**config.mk**
```make
export PLATFORM = sky130hd
export DESIGN_NAME = lgn_queue
export DESIGN_NICKNAME = d
export VERILOG_FILES = /design/src/hw/rtl/lgn_pkg.sv /design/src/hw/rtl/lgn_queue.sv
export SDC_FILE = /design/constraint.sdc
export NUM_CORES = 1
export LEC_CHECK = 0
export BUFFER_PORTS_ARGS = -buffer_cell sky130_fd_sc_hd__buf_2
export CORE_AREA = 2 2 95 97
export CTS_CLUSTER_SIZE = 40
export DETAILED_ROUTE_END_ITERATION = 8
export DIE_AREA = 0 0 97 99
export GPL_TIMING_DRIVEN = 0
export PLACE_DENSITY = 0.81
export SLEW_MARGIN = 5
export SYNTH_ARGS = -nofsm -noshare
export SYNTH_HDL_FRONTEND = slang
export SYNTH_SLANG_ARGS = --single-unit
```
**constraint.sdc**
```tcl
create_clock -name clk -period 2.4 [get_ports clk]
set_clock_uncertainty 0.2 [all_clocks]
set_input_delay 0.36 -clock clk [delete_from_list [all_inputs] [get_ports clk]]
set_output_delay 0.36 -clock clk [all_outputs]
set_load 0.05 [all_outputs]
```
**src/hw/rtl/lgn_pkg.sv**
```systemverilog
// Shared types and constants of the loudness gain normaliser.
// Used by every module of the block; depends on nothing else.
`default_nettype none

package lgn_pkg;

    localparam int SAMPLE_BITS      = 24;
    localparam int LINEAR_FRAC_BITS = 16;

    localparam int GAIN_W     = 16;
    localparam int LOUD_W     = 16;
    localparam int TARGET_W   = 15;
    localparam int FLOOR_W    = 16;
    localparam int STEP_W     = 8;
    localparam int CFG_IDX_W  = 2;
    localparam int CFG_DATA_W = 16;

    typedef enum logic [CFG_IDX_W-1:0] {
        CFG_TARGET_LOUDNESS,
        CFG_SILENCE_FLOOR,
        CFG_RAMP_UP_STEP,
        CFG_RAMP_DOWN_STEP
    } cfg_index_t;

    localparam logic signed [TARGET_W-1:0] TARGET_LOUDNESS_RST = -15'sd4608;
    localparam logic signed [FLOOR_W-1:0]  SILENCE_FLOOR_RST   = -16'sd17920;
    localparam logic [STEP_W-1:0]          RAMP_UP_RST         = 8'd8;
    localparam logic [STEP_W-1:0]          RAMP_DOWN_RST       = 8'd1;

    localparam logic [1:0] ACT_SAMPLE    = 2'd0;
    localparam logic [1:0] ACT_MOMENTARY = 2'd1;
    localparam logic [1:0] ACT_SHORTTERM = 2'd2;

    // Exponent scale log2(10)/5120 and ln(2), both in Q32.
    localparam logic [37:0] EXP_SCALE_Q32 = 38'd2786635;
    localparam logic [31:0] LN2_Q32       = 32'd2977044472;
    localparam int          TAYLOR_TERMS  = 14;

    localparam int EXP_N_MAX = 21;
    localparam int LIN_W     = 33 + EXP_N_MAX + LINEAR_FRAC_BITS - 32;
    localparam int LIN_LO_W  = LIN_W / 2;
    localparam int LIN_HI_W  = LIN_W - LIN_LO_W;
    localparam int MAG_W     = SAMPLE_BITS;
    localparam int PLO_W     = MAG_W + LIN_LO_W;
    localparam int PROD_W    = MAG_W + LIN_W;

    localparam logic [PROD_W:0] ROUND_HALF =
        (PROD_W + 1)'(1) << (LINEAR_FRAC_BITS - 1);
    localparam logic [SAMPLE_BITS-1:0] SAT_POS = {1'b0, {(SAMPLE_BITS - 1){1'b1}}};
    localparam logic [SAMPLE_BITS-1:0] SAT_NEG = {1'b1, {(SAMPLE_BITS - 1){1'b0}}};

    localparam int QUEUE_DEPTH = 4;
    localparam int QPTR_W      = $clog2(QUEUE_DEPTH);

    typedef struct packed {
        logic [1:0]                     action;
        logic signed [SAMPLE_BITS-1:0]  sample_in;
        logic                           frame_end;
        logic signed [LOUD_W-1:0]       loudness;
        logic                           loudness_valid;
    } in_item_t;

    typedef struct packed {
        logic signed [SAMPLE_BITS-1:0]  sample_out;
        logic                           frame_end_out;
        logic signed [GAIN_W-1:0]       gain_applied;
    } out_item_t;

    typedef enum logic {
        CMD_SAMPLE,
        CMD_TARGET
    } cmd_kind_t;

    typedef struct packed {
        cmd_kind_t                kind;
        logic                     frame_end;
        logic [SAMPLE_BITS-1:0]   data;
    } cmd_t;

    typedef struct packed {
        logic                     start;
        logic signed [GAIN_W-1:0] gain;
    } conv_req_t;

    typedef struct packed {
        logic                     done;
        logic [LIN_W-1:0]         lin;
    } conv_rsp_t;

endpackage

`default_nettype wire

```
**src/hw/rtl/lgn_queue.sv**
```systemverilog
// Short command queue between the front and the back of the gain normaliser.
// Depends on lgn_pkg.
`default_nettype none

module lgn_queue (
    input  wire logic          clk,
    input  wire logic          rst_n,
    input  wire logic          push,
    input  wire lgn_pkg::cmd_t push_cmd,
    output logic               full,
    input  wire logic          pop,
    output lgn_pkg::cmd_t      pop_cmd,
    output logic               empty
);

    lgn_pkg::cmd_t                 entries_reg [lgn_pkg::QUEUE_DEPTH];
    logic [lgn_pkg::QPTR_W-1:0]    wr_ptr_reg;
    logic [lgn_pkg::QPTR_W-1:0]    rd_ptr_reg;
    logic [lgn_pkg::QPTR_W:0]      count_reg;

    assign full    = (count_reg == (lgn_pkg::QPTR_W + 1)'(lgn_pkg::QUEUE_DEPTH));
    assign empty   = (count_reg == '0);
    assign pop_cmd = entries_reg[rd_ptr_reg];

    always_ff @(posedge clk)
    begin
        if (push)
        begin
            entries_reg[wr_ptr_reg] <= push_cmd;
        end
    end

    always_ff @(posedge clk or negedge rst_n)
    begin
        if (!rst_n)
        begin
            wr_ptr_reg <= '0;
            rd_ptr_reg <= '0;
            count_reg  <= '0;
        end
        else
        begin
            if (push)
            begin
                wr_ptr_reg <= wr_ptr_reg + 1'b1;
            end
            if (pop)
            begin
                rd_ptr_reg <= rd_ptr_reg + 1'b1;
            end
            if (push && !pop)
            begin
                count_reg <= count_reg + 1'b1;
            end
            else if (pop && !push)
            begin
                count_reg <= count_reg - 1'b1;
            end
        end
    end

`ifndef NO_ASSERTIONS
    a_push_room: assert property (@(posedge clk) disable iff (!rst_n) push |-> !full)
        else $error("Queue written while full.");
    a_pop_data: assert property (@(posedge clk) disable iff (!rst_n) pop |-> !empty)
        else $error("Queue read while empty.");
    a_count_bound: assert property (@(posedge clk) disable iff (!rst_n)
        count_reg <= (lgn_pkg::QPTR_W + 1)'(lgn_pkg::QUEUE_DEPTH))
        else $error("Queue fill count beyond its depth.");
`endif

endmodule

`default_nettype wire

```
======== Word level (Yosys, flattened, before mapping) ========
Memories as Yosys holds them, arrays and structs flattened.
Cells that the tools add are included.
storage, ports and cells
  input port bits ......................... 30
  memories ................................ 1
  output and inout bits ................... 28
  flip-flop bits (word level) ............. 7
  RAM bits ................................ 104
  logic and storage cells ................. 19
memory list
  name         depth  bits a word  read ports  clocked after Yosys merged registers in  wr ports  line             source
  entries_reg  4      26           1           0                                        1         lgn_queue.sv:16  lgn_pkg::cmd_t entries_reg [lgn_pkg::QUEUE_DEPTH];
cells by class
  add/sub/neg operators ................... 4
  reductions and logical operators ........ 6
  mux-type cells .......................... 4
  equality and inequality tests ........... 1
operators by type and width
  operator                                          count
  2-to-1 mux 3 bit                                  2
  adder 2 x 1 -> 2 bit, second input constant       2
  adder 3 x 1 -> 3 bit, second input constant       1
  == test 3 bit, second input constant              1
  logical NOT 3 bit                                 1
  subtractor 3 x 1 -> 3 bit, second input constant  1
  logical AND 1 bit                                 2
  logical NOT 1 bit                                 2
  2-to-1 mux 1 bit                                  2
  nonzero test 2 bit                                1

======== Depth between registers and ports, before layout ========
  word-level depth ........................ 4
  depth in mapped cells ................... 7
  depth with buffers taken out ............ 7

======== Least setup slack after synthesis ========
No wires, ideal clock.
  path kind ............................... register to output
  start point ............................. reg count_reg[0] (netlist bit)
  end point ............................... out full
  buffers on the path ..................... 0
  arrival time ............................ 1599 ps
  data required time ...................... 1840 ps
  stages on the path, launching flop included .. 2
  slack ................................... 241 ps
  path through ............................ dfrtp_1 > nor3b_1
on the way
  longest elaborated chain between the ends .. 1
ends and longest elaborated chain
  what                      line             source
  start: declaration        lgn_queue.sv:19  logic [lgn_pkg::QPTR_W:0] count_reg;
  start signal: assignment  lgn_queue.sv:53  count_reg <= count_reg + 1'b1;
  start signal: assignment  lgn_queue.sv:57  count_reg <= count_reg - 1'b1;
  == test 3 bit             lgn_queue.sv:21  assign full = (count_reg == (lgn_pkg::QPTR_W + 1)'(lgn_pkg::QUEUE_DEPTH));
  end: declaration          lgn_queue.sv:10  output logic full,
No other way between the ends.

==> metrics.md <==
| Metric | Value |
|---|---|
| Die footprint | 9600 um2 |
| Final Slew Violations | 0 |
| Data required time of the worst path | 1.84 ns |
| Vias | 1877 |
| Yosys warning count | 0 |
| Final routed DRC violation total | 0 |
| Vias in the first global route | 1942 |
| Area growth syn-to-layout | 19.5% |
| Vias per std cell | 5.17 |
| Sequential share of the synthesized area | 78.6% |
| CTS sink cnt | 111 |
| Share of cells above drive strength 1 | 42.4% |
| Sum Neg Setup Slack | 0 ns |
| Iter 0 DRT Violations | 78 |
| Root Driver | clkbuf_8 |
| DR pass1 iterations | 4 |
| Outcome | complete, no violations |
| Slew headroom | 46.1% |
| Slew @ Worst Pin | 0.808 ns |
| Setup WS post-layout | 0.0466 ns |
| Final Setup Violations | 0 |
| P_leak | 0.00179 uW |
| HP Start | push_cmd[18] |
| RSZ-0062 raised after global routing | yes |
| Post-Synthesis Cell Area | 4200 um2 |
| Reg2reg start | wr_ptr_reg[0]$_DFFE_PN0P_ |
| DP Worst Slack | 0.156 ns |
| Met2 wire length | 3500 um |
| Mean Syn Cell Area | 24.7 um2 |
| Cts bufs inserted | 9 |
| Top-level I/O count | 58 |
| Largest cells by area after synthesis | edfxtp_1 74%, mux4_2 9.7%, mux4_1 5.0% |
| Origin of the worst setup path | rd_ptr_reg[0]$_DFFE_PN0P_ |
| Die Y | 99 um |
| Yosys reg bits | 111 |
| Initial Utilization | 49.1% |
| Synthesized netlist cell count | 170 |
| Antenna diode count | 0 |
| # H-tree levels | 3 |
| Register-to-Register Path Depth | 4 |
| Wire length on met1 | 2700 um |
| Final ANT Viol Nets | 0 |
| Number of flip-flops in the largest register | 104 |
| Total track usage | 14.1% |
| Fillcell total | 631 |
| CP Cell Sequence | buf_8, buf_4, mux4_1, buf_2 |
| Total power | 6690 uW |
| Delay-heaviest family, CP | multiplexers |
| Worst skew pair latency | 0.36 ns |
| Nets | 286 |
| CP Buf/Inv Count | 3 |
| CP Depth | 4 |
| Largest net degree at the start of global routing | 27 |
| Max Cap Violations | 0 |
| Antenna violations before repair | 0 |
| Final HPWL DP | 4040 um |
| GPL Wtd Cong | 0.679 |
| FMAX | 425 MHz |
| CTS tree | built |
| Area leader, netlist | edfxtp_1 |
| WL final | 6580 um |
| Slowest CP cell | mux4_1 |
| Period utilization | 98.1% |
| Worst Setup End Kind | primary output |
| Syn_nets | 206 |
| Tmin final | 2.35 ns |
| GRT overflow | 0 |
| Synth unique cells | 19 |
| R2R setup slack | 0.36 ns |
| Power per cell area | 1330 nW/um2 |
| Met3 WL post-DR | 309 um |
| Critical path class | reg -> out |
| First-pass GRT wire length | 10000 um |
| Hold Path Depth | 1 |
| Crit-path max FO | 9 |
| DR top layer | met4 |
| Final hold vios | 0 |
| Die W | 97 um |
| Worst vdd ir | 0.679 mV |
| Row count | 34 |
| CP peak stage delay | 0.54 ns |
| Arrival @ worst endpoint | 1.79 ns |
| Max Root-Sink Buffers | 2 |
| Core area | 8550 um2 |
| Wire per inst | 18.1 um |
| # port buffers | 57 |
| Hold Path Class | in -> reg |
| Startpoint Class | flop |
| Fin util | 58.6% |
| Yosys top cell area share | 74.4% |
| Worst-path clk slew | 0.11 ns |
-- logic make-up (layout without fill, tap and decap cells) --
| logic type | after synthesis | after routing | share of synthesized area [%] |
|---|---|---|---|
| AOI/OAI and AO/OA | 1 | 1 | 0.119 |
| xor gates and xnor gates | 6 | 6 | 1.25 |
| adders and majority gates | 6 | 6 | 1.97 |
| buffers and inverters | 10 | 95 | 1.94 |
| DFF | 111 | 111 | 78.6 |
| muxes | 27 | 27 | 14.9 |
| and+or+nand+nor | 9 | 9 | 1.16 |
-- final timing paths --
kind                                                end
max                                         pop_cmd[21]
min                        entries_reg[0][18]$_DFFE_PP_
max reg2reg                entries_reg[2][21]$_DFFE_PP_
min reg2reg                    count_reg[2]$_DFFE_PN0P_
max in group asynchronous     wr_ptr_reg[1]$_DFFE_PN0P_
min in group asynchronous      count_reg[1]$_DFFE_PN0P_
-- cells in the mapped netlist --
cell type / n
edfxtp_1: 104
mux4_2: 18
mux4_1: 8
dfrtp_1: 7
ha_1: 5
and2_1: 4
inv_1: 4
xor2_1: 4
buf_2: 3
buf_12: 2
nand2_1: 2
xnor2_1: 2
buf_6: 1
fa_1: 1
mux2_2: 1
nor2_1: 1
nor3_1: 1
nor3b_1: 1
o21ai_0: 1
-- report_power, final --
| part | switching, uW | leakage (uW) | total [uW] | internal, uW |
|---|---|---|---|---|
| registers | 115 | 0.00104 | 2660 | 2550 |
| clock network | 614 | 0.0000964 | 1110 | 493 |
| logic | 1850 | 0.000659 | 2920 | 1070 |
-- final cells by class --
class / instances / area, um2 / share of cell area (%)
flip-flops and latches: 111 / 3300 / 65.8
multi-input cells: 49 / 820 / 16.4
repair buffers: 69 / 465 / 9.29
well taps: 108 / 135 / 2.70
clock buffers: 9 / 124 / 2.47
clock inverters: 7 / 80.1 / 1.60
plain buffers: 6 / 75.1 / 1.50
inverters: 4 / 15.0 / 0.300
-- through the flow --
stage	std cells	instance area (um2)	hold slack [ns]
after CTS	356	4910	0.00128
final	363	5010	0.00810
after global placement	335	4620	-0.000101
after detailed placement	336	4650	0.00155
after floorplan	170	4200	-0.136
after global routing	363	5010	0.00541
-- metal layers --
metal / vias to the layer above / GRT usage, %
li1: 866 / -
met1: 965 / 17.6
met2: 41 / 24.3
met3: 5 / 3.90
met4: 0 / 4.55
met5: - / 0
-- layout by cell type, fill, tap and decap left out, types with 2 or more instances in the layout --
cell type / count
clkbuf_8: 9
mux4_1: 8
xnor2_1: 2
buf_2: 44
dlygate4sd3_1: 5
buf_4: 15
buf_6: 6
xor2_1: 4
clkinv_4: 2
inv_6: 2
edfxtp_1: 104
mux4_2: 18
inv_1: 4
dfrtp_1: 7
ha_1: 5
and2_2: 3
nand2_1: 2
clkinvlp_4: 2
buf_12: 2
-- what timing repair did --
| action | 4_1_cts | 5_1_grt |
|---|---|---|
| pin swaps | 0 | 0 |
| hold buffers | 4 | 1 |
| gates cloned | 0 | 0 |
| setup endpoints to repair | 8 | 19 |
| endpoints found under the hold margin | 15 | 4 |
| resized for setup | 8 | 22 |
| setup buffers | 0 | 6 |
Note: power is estimated with default switching activity, not from simulation.
