File: src/hw/rtl/lgn_pkg.sv
// Shared types and constants of the loudness gain normaliser.
// Used by every module of the block; depends on nothing else.
`default_nettype none

package lgn_pkg;

    localparam int SAMPLE_BITS      = 24;
    localparam int LINEAR_FRAC_BITS = 16;

    localparam int GAIN_W     = 16;
    localparam int LOUD_W     = 16;
    localparam int TARGET_W   = 15;
    localparam int FLOOR_W    = 16;
    localparam int STEP_W     = 8;
    localparam int CFG_IDX_W  = 2;
    localparam int CFG_DATA_W = 16;

    typedef enum logic [CFG_IDX_W-1:0] {
        CFG_TARGET_LOUDNESS,
        CFG_SILENCE_FLOOR,
        CFG_RAMP_UP_STEP,
        CFG_RAMP_DOWN_STEP
    } cfg_index_t;

    localparam logic signed [TARGET_W-1:0] TARGET_LOUDNESS_RST = -15'sd4608;
    localparam logic signed [FLOOR_W-1:0]  SILENCE_FLOOR_RST   = -16'sd17920;
    localparam logic [STEP_W-1:0]          RAMP_UP_RST         = 8'd8;
    localparam logic [STEP_W-1:0]          RAMP_DOWN_RST       = 8'd1;

    localparam logic [1:0] ACT_SAMPLE    = 2'd0;
    localparam logic [1:0] ACT_MOMENTARY = 2'd1;
    localparam logic [1:0] ACT_SHORTTERM = 2'd2;

    // Exponent scale log2(10)/5120 and ln(2), both in Q32.
    localparam logic [37:0] EXP_SCALE_Q32 = 38'd2786635;
    localparam logic [31:0] LN2_Q32       = 32'd2977044472;
    localparam int          TAYLOR_TERMS  = 14;

    localparam int EXP_N_MAX = 21;
    localparam int LIN_W     = 33 + EXP_N_MAX + LINEAR_FRAC_BITS - 32;
    localparam int LIN_LO_W  = LIN_W / 2;
    localparam int LIN_HI_W  = LIN_W - LIN_LO_W;
    localparam int MAG_W     = SAMPLE_BITS;
    localparam int PLO_W     = MAG_W + LIN_LO_W;
    localparam int PROD_W    = MAG_W + LIN_W;

    localparam logic [PROD_W:0] ROUND_HALF =
        (PROD_W + 1)'(1) << (LINEAR_FRAC_BITS - 1);
    localparam logic [SAMPLE_BITS-1:0] SAT_POS = {1'b0, {(SAMPLE_BITS - 1){1'b1}}};
    localparam logic [SAMPLE_BITS-1:0] SAT_NEG = {1'b1, {(SAMPLE_BITS - 1){1'b0}}};

    localparam int QUEUE_DEPTH = 4;
    localparam int QPTR_W      = $clog2(QUEUE_DEPTH);

    typedef struct packed {
        logic [1:0]                     action;
        logic signed [SAMPLE_BITS-1:0]  sample_in;
        logic                           frame_end;
        logic signed [LOUD_W-1:0]       loudness;
        logic                           loudness_valid;
    } in_item_t;

    typedef struct packed {
        logic signed [SAMPLE_BITS-1:0]  sample_out;
        logic                           frame_end_out;
        logic signed [GAIN_W-1:0]       gain_applied;
    } out_item_t;

    typedef enum logic {
        CMD_SAMPLE,
        CMD_TARGET
    } cmd_kind_t;

    typedef struct packed {
        cmd_kind_t                kind;
        logic                     frame_end;
        logic [SAMPLE_BITS-1:0]   data;
    } cmd_t;

    typedef struct packed {
        logic                     start;
        logic signed [GAIN_W-1:0] gain;
    } conv_req_t;

    typedef struct packed {
        logic                     done;
        logic [LIN_W-1:0]         lin;
    } conv_rsp_t;

endpackage

`default_nettype wire

File: src/hw/rtl/lgn_front.sv
// Front of the gain normaliser: takes input transfers, blends loudness into gains.
// Samples and new target gains go on to the command queue. Depends on lgn_pkg.
`default_nettype none

module lgn_front (
    input  wire logic                                  clk,
    input  wire logic                                  rst_n,
    input  wire logic                                  in_valid,
    output logic                                       in_ready,
    input  wire lgn_pkg::in_item_t                     in_data,
    input  wire logic signed [lgn_pkg::TARGET_W-1:0]   target_loudness,
    input  wire logic signed [lgn_pkg::FLOOR_W-1:0]    silence_floor,
    input  wire logic                                  q_full,
    output logic                                       q_push,
    output lgn_pkg::cmd_t                              q_cmd
);

    localparam int GW = lgn_pkg::GAIN_W;

    logic signed [GW-1:0] momentary_reg;
    logic signed [GW-1:0] shortterm_reg;
    logic signed [GW-1:0] momentary_next;
    logic signed [GW-1:0] shortterm_next;

    logic                 accept;
    logic                 quiet;
    logic signed [GW:0]   diff;
    logic signed [GW-1:0] wanted;
    logic signed [GW+1:0] m_sum;
    logic signed [GW:0]   s_sum;
    logic signed [GW:0]   t_sum;

    assign in_ready = !q_full;
    assign accept   = in_valid && !q_full;

    always_comb
    begin
        quiet = !in_data.loudness_valid || (in_data.loudness < silence_floor);
        diff  = (GW + 1)'(target_loudness) - (GW + 1)'(in_data.loudness);
        priority if (quiet)
        begin
            wanted = '0;
        end
        else if (diff > (GW + 1)'(signed'(16'sh7FFF)))
        begin
            wanted = 16'sh7FFF;
        end
        else if (diff < (GW + 1)'(signed'(-16'sh8000)))
        begin
            wanted = -16'sh8000;
        end
        else
        begin
            wanted = diff[GW-1:0];
        end

        m_sum = ((GW + 2)'(momentary_reg) <<< 1) + (GW + 2)'(momentary_reg)
                + (GW + 2)'(wanted);
        s_sum = (GW + 1)'(shortterm_reg) + (GW + 1)'(wanted);

        momentary_next = momentary_reg;
        shortterm_next = shortterm_reg;
        q_push         = 1'b0;
        q_cmd.kind     = lgn_pkg::CMD_SAMPLE;
        q_cmd.frame_end = in_data.frame_end;
        q_cmd.data     = in_data.sample_in;

        unique case (in_data.action)
            lgn_pkg::ACT_SAMPLE:
            begin
                q_push = accept;
            end
            lgn_pkg::ACT_MOMENTARY:
            begin
                momentary_next = m_sum[GW+1:2];
                q_push         = accept;
                q_cmd.kind     = lgn_pkg::CMD_TARGET;
            end
            lgn_pkg::ACT_SHORTTERM:
            begin
                shortterm_next = s_sum[GW:1];
                q_push         = accept;
                q_cmd.kind     = lgn_pkg::CMD_TARGET;
            end
            default:
            begin
                q_push = 1'b0;
            end
        endcase

        t_sum = (GW + 1)'(momentary_next) + (GW + 1)'(shortterm_next);
        if (q_cmd.kind == lgn_pkg::CMD_TARGET)
        begin
            q_cmd.data = lgn_pkg::SAMPLE_BITS'(t_sum[GW:1]);
        end
    end

    always_ff @(posedge clk or negedge rst_n)
    begin
        if (!rst_n)
        begin
            momentary_reg <= '0;
            shortterm_reg <= '0;
        end
        else if (accept)
        begin
            momentary_reg <= momentary_next;
            shortterm_reg <= shortterm_next;
        end
    end

endmodule

`default_nettype wire

File: config.mk
export PLATFORM = sky130hd
export DESIGN_NAME = lgn_front
export DESIGN_NICKNAME = d
export VERILOG_FILES = /design/src/hw/rtl/lgn_pkg.sv /design/src/hw/rtl/lgn_front.sv
export SDC_FILE = /design/constraint.sdc
export NUM_CORES = 1
export LEC_CHECK = 0
export CELL_PAD_IN_SITES_DETAIL_PLACEMENT = 1
export CELL_PAD_IN_SITES_GLOBAL_PLACEMENT = 2
export CORE_ASPECT_RATIO = 1.4
export CORE_MARGIN = 5
export CORE_UTILIZATION = 39
export CTS_BUF_LIST = sky130_fd_sc_hd__clkbuf_4
export DETAILED_ROUTE_END_ITERATION = 6
export DONT_BUFFER_PORTS = 1
export PLACE_DENSITY_LB_ADDON = 0.1
export SLEW_MARGIN = 10
export SYNTH_ARGS = -nofsm -noshare
export SYNTH_HDL_FRONTEND = slang
export SYNTH_SLANG_ARGS = --single-unit
export TNS_END_PERCENT = 100
File: constraint.sdc
create_clock -name clk -period 12.6 [get_ports clk]
set_clock_uncertainty 0.15 [all_clocks]
set_input_delay 2.52 -clock clk [delete_from_list [all_inputs] [get_ports clk]]
set_output_delay 2.52 -clock clk [all_outputs]
set_load 0.02 [all_outputs]
Word-level counts from Yosys, hierarchy flattened
Index checks and enable logic that the tools add are counted.
{"block": "word_totals", "regBits": 32, "inputBits": 79, "out_inout_bits": 28, "word_cells": 27}
{"block": "classes", "n_addsub": 5, "magnitude_cmp": 3, "eq_ne": 2, "n_mux": 8, "reduce_logical": 7}
{"cell": "$mux W16", "n": 5}
{"cell": "$add A16 B16 Y17", "n": 2}
{"cell": "$mux W24", "n": 1}
{"cell": "$add A17 B16 Y18", "n": 1}
{"cell": "$add A18 B16 Y18", "n": 1}
{"cell": "$gt A17 B16 Y1 const B", "n": 1}
{"cell": "$lt A17 B16 Y1 const B", "n": 1}
{"cell": "$sub A15 B16 Y17", "n": 1}
{"cell": "$lt A16 B16 Y1", "n": 1}
{"cell": "$reduce_or A3 Y1", "n": 1}
{"cell": "$eq A2 B1 Y1 const B", "n": 1}
{"cell": "$eq A2 B2 Y1 const B", "n": 1}
{"cell": "$logic_not A1 Y1", "n": 2}
{"cell": "$logic_not A2 Y1", "n": 1}
{"cell": "$mux W1", "n": 2}
{"cell": "$reduce_or A2 Y1", "n": 1}
{"cell": "$logic_and A1 B1 Y1", "n": 1}
{"cell": "$logic_or A1 B1 Y1", "n": 1}

Depth between registers and ports, before layout
{"block": "depth", "ltp_word": 9, "ltp_mapped": 34, "depth_no_buf": 34}

Worst setup path before layout
Ideal clock, no wire load.
{"block": "synth_timing", "kind": "input port to output port", "startpoint": "input port target_loudness[0] (netlist name)", "endpoint": "output port q_cmd[14] (netlist name)", "arrival_time_ns": 8.888, "required_time_ns": 9.930, "setup_slack_ns": 1.042, "cell_stages": 28, "path_buffers": 1, "path_cell_list": "inv_1 > ha_1 > fa_1 > nand2b_1 > a21oi_2 > o21ai_2 > o21a_1 > nor2_1 > a22o_1 > clkbuf_1 > o21ai_0 > fa_1 > nor3_1 > fa_1 > a21o_1 > a21oi_1 > o21bai_1 > a21oi_1 > o31ai_1 > a21o_1 > a2111oi_0 > nor3_1 > a311oi_1 > xnor2_1 > nand2_1 > xnor2_1 > ha_1 > o311ai_0"}
{"element": "from (decl)", "line": "lgn_front.sv:11", "rtl": "input wire logic signed [lgn_pkg::TARGET_W-1:0] target_loudness,"}
{"element": "to (decl)", "line": "lgn_front.sv:15", "rtl": "output lgn_pkg::cmd_t q_cmd"}

==> impl_metrics.prom <==
# TYPE chip_impl_metric gauge
chip_impl_metric{name="postcts_setup_bufs",unit=""} 0
chip_impl_metric{name="synthesis.area_per_instance",unit="um^2"} 7.901
chip_impl_metric{name="synthArstFlopShare",unit="%"} 100.0
chip_impl_metric{name="vdd_drop_max",unit="mV"} 0.1392
chip_impl_metric{name="port_buffers",unit=""} 0
chip_impl_metric{name="die_area",unit="um^2"} 17380
chip_impl_metric{name="fp-row-count",unit=""} 52
chip_impl_metric{name="yosysUniqueCellTypes",unit=""} 63
chip_impl_info{name="synth_area_leaders",value="sky130_fd_sc_hd__ha_1 (17%), sky130_fd_sc_hd__dfrtp_1 (14%), sky130_fd_sc_hd__mux2_2 (7.0%)"} 1
chip_impl_metric{name="power.density",unit="nW/um^2"} 270.8
chip_impl_metric{name="vias",unit=""} 5132
chip_impl_metric{name="tns",unit="ps"} 0
chip_impl_info{name="cts_tree",value="yes"} 1
chip_impl_metric{name="worstHoldPathCells",unit=""} 2
chip_impl_info{name="outcome",value="finished clean"} 1
chip_impl_metric{name="number_of_buffers_created_by_cts",unit=""} 5
chip_impl_metric{name="first_drt_iteration_drcs",unit=""} 134
chip_impl_metric{name="clock-sinks",unit=""} 32
chip_impl_metric{name="yosysTopAreaCellShare",unit="%"} 16.90
chip_impl_metric{name="fin_crit_sh",unit="%"} 95.48
chip_impl_metric{name="max-clock-path-buffers",unit=""} 2
chip_impl_metric{name="grt_antenna_before_repair",unit=""} 1
chip_impl_metric{name="groute.usage.overall",unit="%"} 18.65
chip_impl_info{name="timing.critical_path.slowest_stage_cell",value="sky130_fd_sc_hd__fa_1"} 1
chip_impl_metric{name="syn_inst",unit=""} 731
chip_impl_metric{name="cts.clk_slew.worst_paths",unit="ps"} 90
chip_impl_metric{name="maxSlewViolCount",unit=""} 0
chip_impl_metric{name="cellLeakagePower",unit="nW"} 3.042
chip_impl_info{name="timing_worst_setup_path_type",value="input pin to output port"} 1
chip_impl_metric{name="worstMarginPinSlew",unit="ps"} 1133
chip_impl_metric{name="cp.required",unit="ps"} 9930
chip_impl_metric{name="routed_wl",unit="um"} 15820
chip_impl_info{name="synth_top_area_cell",value="sky130_fd_sc_hd__ha_1"} 1
chip_impl_metric{name="post_dp_hpwl",unit="um"} 13680
chip_impl_metric{name="final.min_clock_period",unit="ps"} 12030
chip_impl_metric{name="wl_per_cell",unit="um"} 17.19
chip_impl_metric{name="area_growth",unit="%"} 5.221
chip_impl_metric{name="synth.yosys.warnings",unit=""} 0
chip_impl_metric{name="synth-edff-count",unit=""} 0
chip_impl_info{name="hold_path_class",value="flip-flop to flip-flop"} 1
chip_impl_metric{name="drc",unit=""} 0
chip_impl_info{name="source_of_the_worst_hold_timing_path",value="shortterm_reg[6]$_DFFE_PN0P_"} 1
chip_impl_metric{name="design.portCount",unit=""} 107
chip_impl_metric{name="final_cell_utilization_of_the_core",unit="%"} 41.89
chip_impl_metric{name="num-nets-final",unit=""} 905
chip_impl_info{name="critical_path.startpoint_type",value="input pin"} 1
chip_impl_info{name="clk_root_buffer_cell",value="sky130_fd_sc_hd__clkbuf_4"} 1
chip_impl_metric{name="cp.arrival",unit="ps"} 9360
chip_impl_metric{name="place.gp.congestion",unit=""} 0.7862
chip_impl_metric{name="timing.fmax",unit="MHz"} 83.12
chip_impl_info{name="worst_path_most_repeated_cell",value="sky130_fd_sc_hd__fa_1"} 1
chip_impl_metric{name="route.detailed.vias_per_inst",unit=""} 5.578
chip_impl_metric{name="worst_r2r_path_depth",unit=""} 16
chip_impl_metric{name="cts_hold_buffers",unit=""} 0
chip_impl_metric{name="post_cts_resize_count",unit=""} 0
chip_impl_metric{name="drv_cap",unit=""} 0
chip_impl_metric{name="grt_first_pass_wirelength",unit="um"} 26830
chip_impl_metric{name="floorplan.initialDensity",unit="%"} 39.81
chip_impl_info{name="regToRegStartpoint",value="momentary_reg[1]$_DFFE_PN0P_"} 1
chip_impl_metric{name="ant_nets",unit=""} 0
chip_impl_info{name="timing.critical_path.from",value="target_loudness[0]"} 1
chip_impl_metric{name="post_route_cells_drive_above_1_share",unit="%"} 9.452
chip_impl_metric{name="synth-seq-cells",unit=""} 32
chip_impl_metric{name="die_span_in_x",unit="um"} 112.9
chip_impl_metric{name="setup_viol_count_final",unit=""} 0
chip_impl_metric{name="timing.final.hold_violations",unit=""} 0
chip_impl_metric{name="clock_tree.htree_level_count",unit=""} 2
chip_impl_metric{name="grt_start_max_net_pins",unit=""} 38
chip_impl_metric{name="postSynthNetCount",unit=""} 907
chip_impl_metric{name="dieHeight",unit="um"} 154.0
chip_impl_metric{name="global_route.overflow_total",unit=""} 0
chip_impl_metric{name="timing.critical_path.slowest_cell_delay",unit="ps"} 560
chip_impl_metric{name="slew-limit-headroom",unit="%"} 24.48
chip_impl_metric{name="synth_seq_area_share",unit="%"} 13.86
chip_impl_metric{name="worstSkewPairLatency",unit="ps"} 350
chip_impl_metric{name="core",unit="um^2"} 14510
chip_impl_metric{name="highest_fanout_seen_on_the_critical_path",unit=""} 4
chip_impl_metric{name="netlist_area",unit="um^2"} 5776
chip_impl_info{name="rsz0062_at_grt",value="false"} 1
chip_impl_info{name="synth_flop_cell",value="sky130_fd_sc_hd__dfrtp_1"} 1
chip_impl_metric{name="detailedRoute.firstPassIterationCount",unit=""} 4
chip_impl_info{name="timing.critical_path.to_type",value="output port"} 1
chip_impl_metric{name="vias_in_the_first_global_route",unit=""} 5632
## routing by layer
layer	GRT usage [%]	vias to the layer above	part of all wire (%)
met3	1.534	10	2.8
met4	4.525	0	1.3
met1	21.11	2458	41
met5	0	-	0
met2	36.84	99	55
li1	-	2565	-
## path summary, 6_finish.rpt
path                                            endpoint  slack, ps
min reg2reg                 shortterm_reg[6]$_DFFE_PN0P_        370
max reg2reg                momentary_reg[15]$_DFFE_PN0P_       8210
min                         shortterm_reg[6]$_DFFE_PN0P_        370
max in group asynchronous   shortterm_reg[1]$_DFFE_PN0P_      10510
max                                            q_cmd[14]        570
min in group asynchronous  momentary_reg[15]$_DFFE_PN0P_       1700
## area by class of cell
cell class | instances | area (um^2)
tap | 189 | 236.5
inverter | 80 | 300.3
clock buffer | 7 | 52.55
clock inverter | 1 | 3.754
sequential | 32 | 800.8
multi-input combinational | 598 | 4591
timing repair buffer | 12 | 90.09
fill | 1828 | 8432
antenna | 1 | 2.502
## kinds of logic after synthesis
| logic type | share of synthesized area [%] |
|---|---|
| XOR/XNOR | 6.976 |
| adder cells (fa/ha/maj) | 23.85 |
| AO/OA/AOI/OAI | 23.55 |
| buffers and inverters | 6.651 |
| AND/OR/NAND/NOR | 17.57 |
| multiplexers | 7.539 |
| flip-flops | 13.86 |
## power by group
part / internal, W / switching (W)
logic: 0.000591 / 0.000788
clock network: 0.0000257 / 0.0000368
registers: 0.000151 / 0.0000529
total: 0.000768 / 0.000878
## worst max-delay path: cells and delay by family
kind,cells,cell delay [ps]
adder cells (fa/ha/maj),5,1910
buffers and inverters,3,290
AND/OR/NAND/NOR,6,870
AO/OA/AOI/OAI,15,3370
XOR/XNOR,2,380
## metrics by stage
step                cells  worst slack [ps]  total power [W]  instance area, um^2  hold WS (ps)
floorplan             731              1042         0.001299                 5776         320.2
global placement      911             704.3         0.001548                 6018         340.2
detailed placement    911             510.3         0.001587                 6018         349.4
CTS                   919             477.0         0.001666                 6075         377.1
global route          920             7.051         0.001839                 6077         402.8
finish                920             569.9         0.001646                 6077         370.5
## cell usage in the layout, fill, tap and decap left out, drive strengths merged, types with 10 or more instances in the layout
| cell type | synthesis | routed |
|---|---|---|
| mux2 | 36 | 36 |
| nand2b | 11 | 11 |
| fa | 19 | 19 |
| dfrtp | 32 | 32 |
| o21bai | 15 | 15 |
| ha | 78 | 78 |
| a21o | 26 | 26 |
| nor2 | 55 | 55 |
| nand2 | 70 | 70 |
| a21oi | 66 | 66 |
| inv | 80 | 80 |
| and2 | 10 | 10 |
| nand3 | 11 | 11 |
| xnor2 | 37 | 37 |
| nor3 | 20 | 20 |
| o21ai | 39 | 39 |
| buf | 5 | 12 |
## cell usage after synthesis (all sizes together) (19+ instances only)
master and instances:
ha 78, o21ai 39, nor2 55, nand2 70
a21o 26, nor3 20, a21oi 66, dfrtp 32
fa 19, inv 80, mux2 36, xnor2 37
No activity file was read; power rests on OpenSTA's default activity.
